===== src/hdl/tpmq_pkg.sv =====
// Shared types and constants of the tree path maximum edge query block.
// No dependencies; the other files but tpmq_lift_mem and the macro header take names from here by scope.
`timescale 1ns / 1ps
`default_nettype none

package tpmq_pkg;

	localparam int MAX_NODES_DEF   = 65536;
	localparam int LEVELS_DEF      = 17;
	localparam int WEIGHT_BITS_DEF = 20;

	localparam int NODE_W  = 16;
	localparam int DEPTH_W = 16;
	localparam int CFG_W   = 17;
	localparam int EDGE_W  = 20;

	localparam logic [1:0] KIND_LOAD  = 2'd0;
	localparam logic [1:0] KIND_BUILD = 2'd1;
	localparam logic [1:0] KIND_QUERY = 2'd2;

	typedef enum logic [4:0] {
		OP_NONE,
		OP_CLR,
		OP_CAPTURE,
		OP_LOAD,
		OP_RD_S,
		OP_RD_M,
		OP_WR,
		OP_NEXT_LVL,
		OP_Q_DEP,
		OP_Q_SWAP,
		OP_P1_RD,
		OP_P1_UPD,
		OP_Q_EQ,
		OP_P2_RD,
		OP_P2_UPD,
		OP_F_RD,
		OP_F_UPD,
		OP_OUT
	} op_t;

	typedef struct packed {
		op_t op;
	} cmd_t;

	typedef struct packed {
		logic clr_last;
		logic lvl_ok;
		logic idx_last;
		logic lvl_zero;
		logic xy_equal;
		logic out_free;
	} stat_t;

endpackage

`default_nettype wire


===== src/hdl/tpmq_ctrl.sv =====
// Controller: one-hot sequencer for clearing, load, table build and query.
// Depends on tpmq_pkg; issues op codes to tpmq_datapath, reads its status.
`timescale 1ns / 1ps
`default_nettype none

module tpmq_ctrl (
	input  wire logic            clk,
	input  wire logic            arst_n,
	input  wire logic            req_valid,
	input  wire logic [1:0]      kind,
	output logic                 req_stall,
	input  wire tpmq_pkg::stat_t stat,
	output tpmq_pkg::cmd_t       cmd
);

	typedef enum logic [17:0] {
		S_CLR    = 18'h00001,
		S_IDLE   = 18'h00002,
		S_LOAD   = 18'h00004,
		S_B_CHK  = 18'h00008,
		S_B_S    = 18'h00010,
		S_B_M    = 18'h00020,
		S_B_W    = 18'h00040,
		S_B_NL   = 18'h00080,
		S_Q_DEP  = 18'h00100,
		S_Q_SWAP = 18'h00200,
		S_P1_RD  = 18'h00400,
		S_P1_UPD = 18'h00800,
		S_Q_EQ   = 18'h01000,
		S_P2_RD  = 18'h02000,
		S_P2_UPD = 18'h04000,
		S_F_RD   = 18'h08000,
		S_F_UPD  = 18'h10000,
		S_Q_OUT  = 18'h20000
	} state_t;

	state_t state_q;
	state_t state_d;

	always_comb begin
		state_d = state_q;
		cmd.op  = tpmq_pkg::OP_NONE;
		unique case (state_q)
			S_CLR: begin
				cmd.op = tpmq_pkg::OP_CLR;
				if (stat.clr_last) begin
					state_d = S_IDLE;
				end
			end
			S_IDLE: begin
				if (req_valid) begin
					cmd.op = tpmq_pkg::OP_CAPTURE;
					unique case (kind)
						tpmq_pkg::KIND_LOAD:  state_d = S_LOAD;
						tpmq_pkg::KIND_BUILD: state_d = S_B_CHK;
						tpmq_pkg::KIND_QUERY: state_d = S_Q_DEP;
						default:              state_d = S_IDLE;
					endcase
				end
			end
			S_LOAD: begin
				cmd.op  = tpmq_pkg::OP_LOAD;
				state_d = S_IDLE;
			end
			S_B_CHK: begin
				state_d = stat.lvl_ok ? S_B_S : S_IDLE;
			end
			S_B_S: begin
				cmd.op  = tpmq_pkg::OP_RD_S;
				state_d = S_B_M;
			end
			S_B_M: begin
				cmd.op  = tpmq_pkg::OP_RD_M;
				state_d = S_B_W;
			end
			S_B_W: begin
				cmd.op  = tpmq_pkg::OP_WR;
				state_d = stat.idx_last ? S_B_NL : S_B_S;
			end
			S_B_NL: begin
				cmd.op  = tpmq_pkg::OP_NEXT_LVL;
				state_d = S_B_CHK;
			end
			S_Q_DEP: begin
				cmd.op  = tpmq_pkg::OP_Q_DEP;
				state_d = S_Q_SWAP;
			end
			S_Q_SWAP: begin
				cmd.op  = tpmq_pkg::OP_Q_SWAP;
				state_d = S_P1_RD;
			end
			S_P1_RD: begin
				cmd.op  = tpmq_pkg::OP_P1_RD;
				state_d = S_P1_UPD;
			end
			S_P1_UPD: begin
				cmd.op  = tpmq_pkg::OP_P1_UPD;
				state_d = stat.lvl_zero ? S_Q_EQ : S_P1_RD;
			end
			S_Q_EQ: begin
				cmd.op  = tpmq_pkg::OP_Q_EQ;
				state_d = stat.xy_equal ? S_Q_OUT : S_P2_RD;
			end
			S_P2_RD: begin
				cmd.op  = tpmq_pkg::OP_P2_RD;
				state_d = S_P2_UPD;
			end
			S_P2_UPD: begin
				cmd.op  = tpmq_pkg::OP_P2_UPD;
				state_d = stat.lvl_zero ? S_F_RD : S_P2_RD;
			end
			S_F_RD: begin
				cmd.op  = tpmq_pkg::OP_F_RD;
				state_d = S_F_UPD;
			end
			S_F_UPD: begin
				cmd.op  = tpmq_pkg::OP_F_UPD;
				state_d = S_Q_OUT;
			end
			S_Q_OUT: begin
				if (stat.out_free) begin
					cmd.op  = tpmq_pkg::OP_OUT;
					state_d = S_IDLE;
				end
			end
			default: begin
				state_d = S_IDLE;
			end
		endcase
	end

	always_ff @(posedge clk or negedge arst_n) begin
		if (!arst_n) begin
			state_q <= S_CLR;
		end else begin
			state_q <= state_d;
		end
	end

	assign req_stall = (state_q != S_IDLE);

endmodule

`default_nettype wire


===== config.mk =====
export PLATFORM = sky130hd
export DESIGN_NAME = tpmq_ctrl
export DESIGN_NICKNAME = d
export VERILOG_FILES = /design/src/hdl/tpmq_pkg.sv /design/src/hdl/tpmq_ctrl.sv
export SDC_FILE = /design/constraint.sdc
export NUM_CORES = 1
export LEC_CHECK = 0
export ABC_CLOCK_PERIOD_IN_PS = 2240
export CAP_MARGIN = 20
export CORE_AREA = 4 4 60 76
export CTS_BUF_LIST = sky130_fd_sc_hd__clkbuf_4
export DETAILED_ROUTE_END_ITERATION = 6
export DIE_AREA = 0 0 64 80
export DONT_BUFFER_PORTS = 1
export SLEW_MARGIN = 10
export SYNTH_ARGS = -nofsm -noshare
export SYNTH_HDL_FRONTEND = slang
export SYNTH_SLANG_ARGS = --single-unit
export TNS_END_PERCENT = 30

===== constraint.sdc =====
create_clock -name clk -period 2.24 [get_ports clk]
set_input_delay 0 -clock clk [delete_from_list [all_inputs] [get_ports clk]]
set_output_delay 0 -clock clk [all_outputs]
set_load 0.1 [all_outputs]

# Yosys cells after proc, flatten, opt, wreduce, memory -nomap -nowiden
# Cells that the tools add are included.
# W data, S select, Z words.
word_totals:
  regBits: 18
  inputBits: 11
  out_inout_bits: 6
classes:
  eq_ne: 24
  muxes: 13
  n_reduce_logical: 2
op_table:
  columns: ["op", "count"]
  rows:
  - ["$pmux W18 S17", 1]
  - ["$pmux W5 S17", 1]
  - ["$mux W18", 4]
  - ["$pmux W9 S3", 1]
  - ["$eq A18 B1 Y1 const B", 1]
  - ["$eq A18 B10 Y1 const B", 1]
  - ["$eq A18 B11 Y1 const B", 1]
  - ["$eq A18 B12 Y1 const B", 1]
  - ["$eq A18 B13 Y1 const B", 1]
  - ["$eq A18 B14 Y1 const B", 1]
  - ["$eq A18 B15 Y1 const B", 1]
  - ["$eq A18 B16 Y1 const B", 1]
  - ["$eq A18 B17 Y1 const B", 1]
  - ["$eq A18 B18 Y1 const B", 1]
  - ["$eq A18 B2 Y1 const B", 1]
  - ["$eq A18 B3 Y1 const B", 1]
  - ["$eq A18 B4 Y1 const B", 1]
  - ["$eq A18 B5 Y1 const B", 1]
  - ["$eq A18 B6 Y1 const B", 1]
  - ["$eq A18 B7 Y1 const B", 1]
  - ["$eq A18 B8 Y1 const B", 1]
  - ["$eq A18 B9 Y1 const B", 1]
  - ["$ne A18 B2 Y1 const B", 1]
  - ["$mux W16", 1]
  - ["9 further kinds", 12]

# Depth between registers and ports, before layout
logic_depth:
  ltp_word: 4
  depth_mapped: 6
  mapped_depth_nobuf: 5

# Worst setup path before layout
# Ideal clock, no wire load.
synth_timing:
  path_kind: "register to output"
  from: "register state_q[7]"
  to: "output cmd[4] (netlist bit)"
  arrival_ns: 4.056
  setup_slack_ns: -1.816
  path_stages_with_launch: 6
  cell_sequence: "dfrtp_1 nor4_4 nand3_1 o32ai_2 o41ai_1 a21oi_1"
synth_rtl:
  columns: ["element", "line_no", "rtl"]
  rows:
  - ["start: declaration", "tpmq_ctrl.sv:37", "state_t state_q;"]
  - ["start signal: assignment", "tpmq_ctrl.sv:136", "state_q <= state_d;"]
  - ["end: declaration", "tpmq_ctrl.sv:13", "output tpmq_pkg::cmd_t cmd"]

==> flow_summary_export.csv <==
group,metric,value,unit
yosys,ys_ff_latch,18,
route,drtAntennaViolNets,0,
sta,fmax,430.5,MHz
yosys,yosysMostFrequentCell,"dfrtp_1",
sta,finalHoldViolations,0,
route,viasPerCell,5.561,
global_routing,grt_pass1_wl,5.989,mm
clock_tree,path_clk_slew,0.12,ns
layout,drive_above_1_share,38.46,%
route,drt_pass1_iterations,4,
outcome,violations,"setup timing",
yosys,syn-instance-count,136,
floorplan,io_pins,17,
yosys,yosys_most_used_dff,"dfrtp_1",
clock_tree,clockBufferDepth,2,
route,wl_per_cell,16.01,um
route,drc,0,
yosys,synth.area.top_cells,"dfrtp_1 (32%), nor4_4 (6.5%), nor4b_1 (5.3%), buf_6 (4.3%), nor2_1 (3.4%)",
clock_tree,cts_root_buf,"clkbuf_4",
floorplan,chipHeight,80,um
placed_design,place.gp.congestion,0.8544,
yosys,synth.top_cell.area_share,32.41,%
layout,regMostFlops,"state_q",
floorplan,dieWidth,64,um
worst_setup_path,crit_chain,"buf_4, xor2_1, a211oi_2, o32ai_4, o41ai_2, a21oi_4, buf_12",
sta,slew_headroom,41.95,%
hold_path,worst_hold_path_type,"in -> reg",
worst_setup_path,worstPathArrival,2.32,ns
sta,tns,-0.1358,ns
clock_tree,htreeDepth,1,
sta,worst_pin_slew,0.8678,ns
layout,largest_reg_flops,18,
sta,rsz0062_at_grt,"true",
yosys,ys_seq_area_share,34.41,%
yosys,synth_top_area_cell,"dfrtp_1",
floorplan,dieArea,5120,um2
yosys,syn_area,1313,um2
yosys,synth-edff-count,0,
global_routing,grt_overflow,0,
layout,areaGrowthSynthToFinish,35.27,%
sta,worst_slack,-0.08272,ns
route,vias,1240,
placed_design,placement.cell_area,1468,um2
worst_setup_path,cp.required,2.24,ns
global_routing,grt_usage,14.85,%
yosys,synth.distinct_cells,42,
layout,n_fill_cell,346,
worst_setup_path,start_kind,"flop",
sta,setup_viol,2,
layout,diodes,0,
sta,fin_crit_sh,103.7,%
clock_tree,cts_tree,"done",
run,maxCapViolCount,0,
placed_design,dpl.hpwl,2.466,mm
pwr,ir_drop,0.0009465,V
clock_tree,cts_buffers,3,
clock_tree,cts_sinks,18,
sta,period_needed,2.323,ns
placed_design,dp_slack,0.1019,ns
layout,stdcell_area,1775,um2
floorplan,num_rows,25,
yosys,async_reset_ff_share,100.0,%
worst_setup_path,path_class,"reg -> out",
placed_design,portBuffers,0,
yosys,synthTopCellsByCount,"dfrtp_1 (17), nor2_1 (12), inv_1 (9)",
layout,largestRegisters,"state_q (18)",
yosys,avgSynthCellArea,9.651,um2
floorplan,initial_core_util,34.68,%
pwr,power.leakage,0.7577,nW
route,wirelength,3.571,mm
pwr,power.density,965.7,nW/um2
yosys,syn-num-nets,147,
global_routing,antenna_found_initial,0,
floorplan,core_area,3785,um2
worst_setup_path,max_stage_delay,0.45,ns
route,drt_iter0_drc,82,
clock_tree,clk_latency,0.31,ns
layout,fin_nets,181,
worst_setup_path,worstPathMaxFanout,8,
yosys,yosysWarningCount,0,
sta,fin_skew,0.01968,ns
global_routing,grt_pass1_vias,1251,
worst_setup_path,end_kind,"primary output",
global_routing,grt_max_degree,19,
worst_setup_path,r2r_slack,0.26,ns
worst_setup_path,crit_slowest_cell,"dfrtp_2",
sta,slew_violations,0,
outcome,status,"finished, violations left",
==> final cells by class <==
| cell class | count | area (um2) | area share [%] |
|---|---|---|---|
| Timing Repair Buffer | 34 | 329.1 | 18.53 |
| Tap cell | 54 | 67.56 | 3.806 |
| Multi-Input combinational cell | 103 | 849.6 | 47.85 |
| Clock buffer | 4 | 30.03 | 1.691 |
| Inverter | 10 | 37.54 | 2.114 |
| Sequential cell | 18 | 461.7 | 26.00 |
==> logic make-up after synthesis <==
group,count (synthesis),synth area share [%]
and+or+nand+nor,77,42.80
AOI/OAI and AO/OA,19,10.96
DFF,18,34.41
buffers and inverters,15,7.149
xor gates and xnor gates,7,4.671
==> critical path: cells and delay by family, from the launching register on <==
kind	cells	cell delay, ns
compound gates	4	1.01
flops	1	0.45
buf+inv	2	0.36
xor+xnor	1	0.19
==> report_power, final <==
group | internal [mW] | switching [mW] | total (mW)
logic | 0.457 | 0.669 | 1.13
registers | 0.353 | 0.0473 | 0.400
clock network | 0.0815 | 0.107 | 0.188
==> metal layers <==
layer,GRT usage (%),part of all wire (%),wire (um)
met1,17.52,42,1492
met3,3.803,5.3,190
met2,26.47,51,1838
met4,3.672,1.4,50
met5,0,0,0
==> repair_timing <==
item,CTS,global route
endpoints found under the hold margin,30,0
resized for setup,12,8
buffers inserted,11,6
pin swaps,6,4
endpoints found under the setup margin,4,5
hold buffers,8,0
==> final timing paths <==
kind,startpoint,to,depth (start not counted)
min in group asynchronous,arst_n,state_q[14],1
setup / recovery,state_q[15],cmd[4],7
max in group asynchronous,arst_n,state_q[8],1
setup reg to reg,state_q[15],state_q[1],6
hold / removal,stat[0],state_q[17],3
hold reg to reg,state_q[4],state_q[6],1
==> layout by cell type, fill, tap and decap left out, drive strengths merged, types with 2 or more instances in the layout <==
cell type,netlist,layout
buf,5,26
dfrtp,17,17
nor2,12,12
inv,10,10
nor4,9,9
nand2,8,8
nor4b,8,8
dlygate4sd3,0,8
nor2b,6,6
nor3,5,5
nand4,5,5
and3,5,5
xnor2,4,4
clkbuf,0,4
o21ai,4,4
xor2,3,3
a211oi,3,3
nor3b,3,3
and4,3,3
and4b,3,3
nand3,3,3
a32oi,2,2
nand4b,2,2
o22ai,2,2
or4b,2,2
o32ai,2,2
==> through the flow <==
| step | power, mW | util, % | hold slack, ns | std cells |
|---|---|---|---|---|
| after CTS | 1.662 | 45.02 | 0.07289 | 217 |
| final | 1.715 | 46.91 | 0.07545 | 223 |
| after global routing | 1.817 | 46.91 | 0.09937 | 223 |
| after floorplan | 1.123 | - | -0.2956 | 136 |
| after detailed placement | 1.345 | 38.78 | -0.2950 | 194 |
| after global placement | 1.334 | 38.78 | -0.2951 | 194 |
(Power assumes the default switching activity.)
